### config.mk
export PLATFORM = sky130hd
export DESIGN_NAME = cht_ctrl
export DESIGN_NICKNAME = d
export VERILOG_FILES = /design/src/rtl/cht_pkg.sv /design/src/rtl/cht_ctrl.sv
export SDC_FILE = /design/constraint.sdc
export NUM_CORES = 1
export LEC_CHECK = 0
export ABC_AREA = 1
export BUFFER_PORTS_ARGS = -buffer_cell sky130_fd_sc_hd__buf_2
export CELL_PAD_IN_SITES_DETAIL_PLACEMENT = 0
export CELL_PAD_IN_SITES_GLOBAL_PLACEMENT = 1
export CORE_AREA = 2 2 61 63
export CTS_CLUSTER_SIZE = 20
export DETAILED_ROUTE_END_ITERATION = 10
export DIE_AREA = 0 0 63 65
export GPL_ROUTABILITY_DRIVEN = 0
export PLACE_DENSITY_LB_ADDON = 0.1
export SLEW_MARGIN = 20
export SYNTH_ARGS = -nofsm -noshare
export SYNTH_HDL_FRONTEND = slang
export SYNTH_SLANG_ARGS = --single-unit
### constraint.sdc
create_clock -name clock -period 1.63 [get_ports clock]
set_input_delay 0.4075 -clock clock [delete_from_list [all_inputs] [get_ports clock]]
set_output_delay 0.4075 -clock clock [all_outputs]
set_load 0.05 [all_outputs]
### src/rtl/cht_pkg.sv
// ----------------------------------------------------------------------------
// cht_pkg
// Types, codes and defaults shared by the connection hash table modules.
// ----------------------------------------------------------------------------
package cht_pkg;

   localparam int NODES_DEFAULT   = 1024;
   localparam int BUCKETS_DEFAULT = 256;

   // key remainder is built this many key bits per cycle
   localparam int DIV_BITS  = 4;
   localparam int DIV_STEPS = 64 / DIV_BITS;

   localparam logic [2:0] OP_GET   = 3'd0;
   localparam logic [2:0] OP_ADD   = 3'd1;
   localparam logic [2:0] OP_DEL   = 3'd2;
   localparam logic [2:0] OP_TOUT  = 3'd3;
   localparam logic [2:0] OP_CLEAR = 3'd4;

   localparam logic [1:0] CSR_BUCKET_COUNT = 2'd0;
   localparam logic [1:0] CSR_TIMEOUT      = 2'd1;
   localparam logic [1:0] CSR_CHAIN_LIMIT  = 2'd2;

   localparam logic [8:0]  BUCKET_COUNT_RESET = 9'd256;
   localparam logic [31:0] TIMEOUT_RESET      = 32'd60;
   localparam logic [10:0] CHAIN_LIMIT_RESET  = 11'd100;

   typedef enum logic [2:0] {
      STATUS_OK        = 3'd0,
      STATUS_ZERO_KEY  = 3'd1,
      STATUS_MISMATCH  = 3'd2,
      STATUS_DUPLICATE = 3'd3,
      STATUS_CHAIN     = 3'd4,
      STATUS_POOL      = 3'd5,
      STATUS_NOT_FOUND = 3'd6
   } status_type;

   typedef struct packed {
      logic [2:0]  operation;
      logic [63:0] conn_key;
      logic [31:0] owner_id;
      logic [30:0] sock_number;
      logic [31:0] now_seconds;
   } req_type;

   typedef struct packed {
      logic [2:0]  status;
      logic        timed_out;
      logic [31:0] entry_time;
      logic [10:0] used_entries;
      logic [10:0] free_entries;
   } rsp_type;

   typedef struct packed {
      logic       load;
      logic       div_step;
      logic       head_rd;
      logic       walk_init;
      logic       node_rd;
      logic       walk_adv;
      logic       time_wr;
      logic       unlink;
      logic       free_push;
      logic       alloc_rd;
      logic       alloc_commit;
      logic       clear_all;
      logic       set_status;
      status_type res_status;
      logic       time_now;
      logic       time_stored;
      logic       tout_one;
      logic       tout_calc;
      logic       finish;
   } cmd_type;

   typedef struct packed {
      logic [2:0] op;
      logic       key_zero;
      logic       key_mismatch;
      logic       div_last;
      logic       cur_nil;
      logic       key_match;
      logic       chain_over;
      logic       pool_full;
      logic       rsp_busy;
   } stat_type;

endpackage

### src/rtl/cht_ctrl.sv
// ----------------------------------------------------------------------------
// cht_ctrl
// Sequencer for the connection table: decode, remainder, chain walk, update.
// ----------------------------------------------------------------------------
module cht_ctrl (
   input  logic              clock,
   input  logic              reset,
   input  logic              req_valid,
   output logic              req_ready,
   input  cht_pkg::stat_type stat,
   output cht_pkg::cmd_type  cmd
);
   import cht_pkg::*;

   typedef enum logic [12:0] {
      S_IDLE   = 13'b0000000000001,
      S_CHECK  = 13'b0000000000010,
      S_DIV    = 13'b0000000000100,
      S_HEAD   = 13'b0000000001000,
      S_INIT   = 13'b0000000010000,
      S_READ   = 13'b0000000100000,
      S_CMP    = 13'b0000001000000,
      S_UNLINK = 13'b0000010000000,
      S_FREE   = 13'b0000100000000,
      S_ALLOC  = 13'b0001000000000,
      S_COMMIT = 13'b0010000000000,
      S_CLEAR  = 13'b0100000000000,
      S_DONE   = 13'b1000000000000
   } state_type;

   state_type state_ff, state_in;

   always_ff @(posedge clock) begin
      if (reset) begin
         state_ff <= S_IDLE;
      end else begin
         state_ff <= state_in;
      end
   end

   assign req_ready = (state_ff == S_IDLE);

   always_comb begin
      state_in       = state_ff;
      cmd            = '0;
      cmd.res_status = STATUS_OK;
      case (state_ff)
         S_IDLE: begin
            if (req_valid) begin
               cmd.load = 1'b1;
               state_in = S_CHECK;
            end
         end
         S_CHECK: begin
            case (stat.op)
               OP_GET, OP_DEL, OP_TOUT: state_in = S_DIV;
               OP_ADD: begin
                  if (stat.key_zero) begin
                     cmd.set_status = 1'b1;
                     cmd.res_status = STATUS_ZERO_KEY;
                     state_in       = S_DONE;
                  end else if (stat.key_mismatch) begin
                     cmd.set_status = 1'b1;
                     cmd.res_status = STATUS_MISMATCH;
                     state_in       = S_DONE;
                  end else begin
                     state_in = S_DIV;
                  end
               end
               OP_CLEAR: state_in = S_CLEAR;
               default:  state_in = S_DONE;
            endcase
         end
         S_DIV: begin
            cmd.div_step = 1'b1;
            if (stat.div_last) begin
               state_in = S_HEAD;
            end
         end
         S_HEAD: begin
            cmd.head_rd = 1'b1;
            state_in    = S_INIT;
         end
         S_INIT: begin
            cmd.walk_init = 1'b1;
            state_in      = S_READ;
         end
         S_READ: begin
            if (!stat.cur_nil) begin
               cmd.node_rd = 1'b1;
               state_in    = S_CMP;
            end else begin
               state_in = S_DONE;
               case (stat.op)
                  OP_ADD: begin
                     if (stat.chain_over) begin
                        cmd.set_status = 1'b1;
                        cmd.res_status = STATUS_CHAIN;
                     end else if (stat.pool_full) begin
                        cmd.set_status = 1'b1;
                        cmd.res_status = STATUS_POOL;
                     end else begin
                        state_in = S_ALLOC;
                     end
                  end
                  OP_TOUT: begin
                     cmd.set_status = 1'b1;
                     cmd.res_status = STATUS_NOT_FOUND;
                     cmd.tout_one   = 1'b1;
                  end
                  default: begin
                     cmd.set_status = 1'b1;
                     cmd.res_status = STATUS_NOT_FOUND;
                  end
               endcase
            end
         end
         S_CMP: begin
            if (!stat.key_match) begin
               cmd.walk_adv = 1'b1;
               state_in     = S_READ;
            end else begin
               state_in = S_DONE;
               case (stat.op)
                  OP_GET: begin
                     cmd.time_wr  = 1'b1;
                     cmd.time_now = 1'b1;
                  end
                  OP_ADD: begin
                     cmd.set_status = 1'b1;
                     cmd.res_status = STATUS_DUPLICATE;
                  end
                  OP_DEL: begin
                     cmd.unlink      = 1'b1;
                     cmd.time_stored = 1'b1;
                     state_in        = S_FREE;
                  end
                  default: begin
                     cmd.time_stored = 1'b1;
                     cmd.tout_calc   = 1'b1;
                  end
               endcase
            end
         end
         S_FREE: begin
            cmd.free_push = 1'b1;
            state_in      = S_DONE;
         end
         S_ALLOC: begin
            cmd.alloc_rd = 1'b1;
            state_in     = S_COMMIT;
         end
         S_COMMIT: begin
            cmd.alloc_commit = 1'b1;
            cmd.time_now     = 1'b1;
            state_in         = S_DONE;
         end
         S_CLEAR: begin
            cmd.clear_all = 1'b1;
            state_in      = S_DONE;
         end
         S_DONE: begin
            if (!stat.rsp_busy) begin
               cmd.finish = 1'b1;
               state_in   = S_IDLE;
            end
         end
         default: state_in = S_IDLE;
      endcase
   end

endmodule

==> key figures <==
Timing
  • Final hold vios: 0
  • Slew @ Worst Pin: 242 ps
  • Final setup TNS: -6540 ps
  • Final WS setup: -422 ps
  • Final Setup Violations: 23
  • Max_slew headroom: 0.838
  • Fmax: 0.487 GHz
  • RSZ-0062 raised after global routing: yes
  • Final worst path period need: 2050 ps
  • Final period utilization: 1.26
  • Layout Skew: 4.35 ps
  • Max Slew Vio Count: 0

Synthesis
  • Synth Area in Compound Gates: 0.101
  • Ranking of synthesized cells by area: dfxtp_1, nand2_1, inv_1
  • FF+latch count, synth: 12
  • Post-Synth Adder-Cell Area: 0
  • Mapped Cells: 165
  • Asr flop ratio synth: 0
  • Most common cell in the netlist: nand2_1
  • Post-synthesis mux area share: 0
  • Yosys cell types: 26
  • Synth area leader: dfxtp_1
  • Synthesized area per cell: 5.92 sq um
  • Largest family of logic cells by synthesized area: simple AND/OR/NAND/NOR gates
  • Commonest cells in the synthesized netlist: nand2_1, inv_1, nor2_1
  • Seq/Total Area, Yosys: 0.246
  • Cell area after synthesis: 977 sq um
  • Area share of the largest cell type after synthesis: 0.246
  • Post-Synth XOR/XNOR Area: 0
  • Mapped Nets: 179
  • Number of flops mapped to enable cells by yosys: 0
  • Synth warnings: 0
  • Post-Synth Simple-Gate Area: 0.503
  • Top FF cell, synth: dfxtp_1

Die
  • Row count: 22
  • Core ar.: 0.00350 sq mm
  • Die height: 65 um
  • Initial core utilization: 0.280
  • Die area: 0.00410 sq mm
  • Ports: 36
  • Overall die width: 63 um

Run status
  • Status: finished with violations
  • Failing checks: setup timing

Layout
  • Top flop regs: state_ff (12)
  • Fin util: 0.613
  • Number of flip-flops in the largest register: 12
  • Top reg by flops: state_ff
  • # diodes: 0
  • Post-route cell area: 0.00214 sq mm
  • Final #Nets: 271
  • Fraction of layout cells with a size suffix above 1: 0.651
  • Syn-to-layout area delta: 119%

Power and ir drop
  • Leakage: 1.07 nW
  • Clock Power Share: 0.140
  • NetSw: 548 uW
  • VDD IR max: 0.609 mV
  • Logic pwr share: 0.600
  • Sequential group share of total power: 0.260
  • Switch share: 0.426
  • Power density over cell area: 600 mW/mm^2
  • Int Pwr: 737 uW

Global routing
  • Antenna violations before repair: 0
  • Grt ovf: 0
  • Global Route met3 Usage: 0.0382
  • M2 GR Usage: 0.339
  • Met1 usage: 0.186
  • First-pass GRT wire length: 5700 um
  • GRT Util Overall: 0.178
  • Vias in the first global route: 1339
  • GR peak layer: met2
  • Pin count of the biggest net entering global routing: 11

Place
  • I/O Buffers: 35
  • Placed Area: 0.00169 sq mm
  • Placed wire-length estimate: 2760 um

Worst setup path
  • Reg2Reg Depth: 14
  • End of the critical path: cmd[5]
  • R2r setup slk: -40 ps
  • Worst path required time: 1220 ps
  • Reg-to-Reg Start: state_ff[8]
  • Max Fanout on Critical Path: 5
  • Reg-to-reg critical path endpoint: state_ff[0]
  • Worst Setup Start Kind: flip-flop
  • Arr. time, crit path: 1640 ps
  • Worst Setup SP: state_ff[2]
  • Worst setup EP type: output pin
  • Critical Setup Path Class: reg2out

Worst hold path
  • Hold/Removal Path Class: in2reg

CTS
  • CTS root buf: clkbuf_4
  • CTS Buffer Depth: 2
  • Clk Latency, worst-skew pair: 270 ps
  • TritonCTS Buffers: 3
  • Post-CTS Hold Fix Bufs: 0
  • Clock H-tree levels: 1
  • CTS tree: done
  • Clock transition at the registers of the reported paths: 70 ps
  • Clk sinks: 12

Job
  • Max Cap Viol: 0

Detailed routing
  • 1st-pass router iterations: 4
  • Drt first-iter violations: 20
  • Routed wire length: 3470 um
  • Detailed-route DRC error count: 0
  • Via count: 1345
  • Antenna viol nets, final: 0
  • Vias/cell: 4.44
  • Routed len/inst: 11.5 um
worst min-delay path by stage:
stage           startpoint     endpoint  cells past startpoint
3_3_place_gp   state_ff[2]  state_ff[4]                      4
2_1_floorplan      stat[4]  state_ff[6]                      1
5_1_grt            stat[5]  state_ff[2]                      4
3_5_place_dp   state_ff[2]  state_ff[4]                      4
6_report           stat[5]  state_ff[2]                      4
4_1_cts            stat[5]  state_ff[2]                      4
placed cells by master (no fill, tap or decap), types with 2 or more instances in the layout:
master / netlist / routed
nand2_4: 0 / 6
clkbuf_4: 0 / 3
buf_2: 0 / 13
nor3_1: 11 / 7
nand3_4: 0 / 2
nor3_2: 1 / 3
a21oi_1: 5 / 2
nand3_1: 6 / 4
nand2_1: 38 / 28
nor2_1: 23 / 11
nand4_1: 2 / 2
inv_2: 4 / 8
inv_1: 33 / 26
buf_6: 0 / 24
buf_4: 1 / 44
o21ai_0: 3 / 3
dfxtp_2: 0 / 10
a21oi_4: 0 / 2
nor2_2: 1 / 7
nor3_4: 0 / 2
buf_8: 0 / 7
nand3_2: 3 / 3
nand2_2: 6 / 9
nor2_4: 3 / 9
repair_timing:
| item | CTS | global route |
|---|---|---|
| pin swaps | 13 | 6 |
| buffers inserted | 11 | 5 |
| endpoints found under the setup margin | 22 | 25 |
| resized for setup | 74 | 26 |
| cloned | 0 | 0 |
stage by stage:
step | cells | worst slack [ps] | hold WS (ps) | total power, mW
6_report | 303 | -422 | 411 | 1.29
5_1_grt | 303 | -501 | 420 | 1.37
4_1_cts | 299 | -424 | 412 | 1.26
3_5_place_dp | 285 | -279 | 664 | 0.957
3_3_place_gp | 285 | -228 | 665 | 0.947
2_1_floorplan | 165 | -257 | 487 | 0.727
critical path, cell delays in order, from the launching register on:
cell     delay [ps]
dfxtp_4         370
nor2_4           80
nand2_2          90
nor2_8          180
nand3_4         110
nor3b_4         250
o21a_4          150
buf_8           130
layout make-up:
cell class	instances	area, sq um
clock buffers	3	22.5
fillers	342	1350
inverters	37	150
multi-input cells	115	883
flip-flops and latches	12	256
well taps	48	60.1
repair buffers	88	771
cell families (layout without fill, tap and decap cells):
logic type	after synthesis	after routing
buffers and inverters	38	128
DFF	12	12
and+or+nand+nor	99	99
AOI/OAI and AO/OA	16	16
per-layer routing:
layer | vias to the layer above | share of wire
li1 | 699 | -
met1 | 608 | 0.40
met2 | 31 | 0.54
met3 | 7 | 0.041
met4 | 0 | 0.018
met5 | - | 0
power groups by stage:
stage	Clock, mW	Combinational [mW]	Sequential (mW)
2_1_floorplan	0	0.390	0.337
3_3_place_gp	0	0.608	0.339
3_5_place_dp	0	0.617	0.339
4_1_cts	0.186	0.742	0.334
5_1_grt	0.198	0.832	0.339
6_report	0.180	0.771	0.334
(Power assumes the default switching activity.)
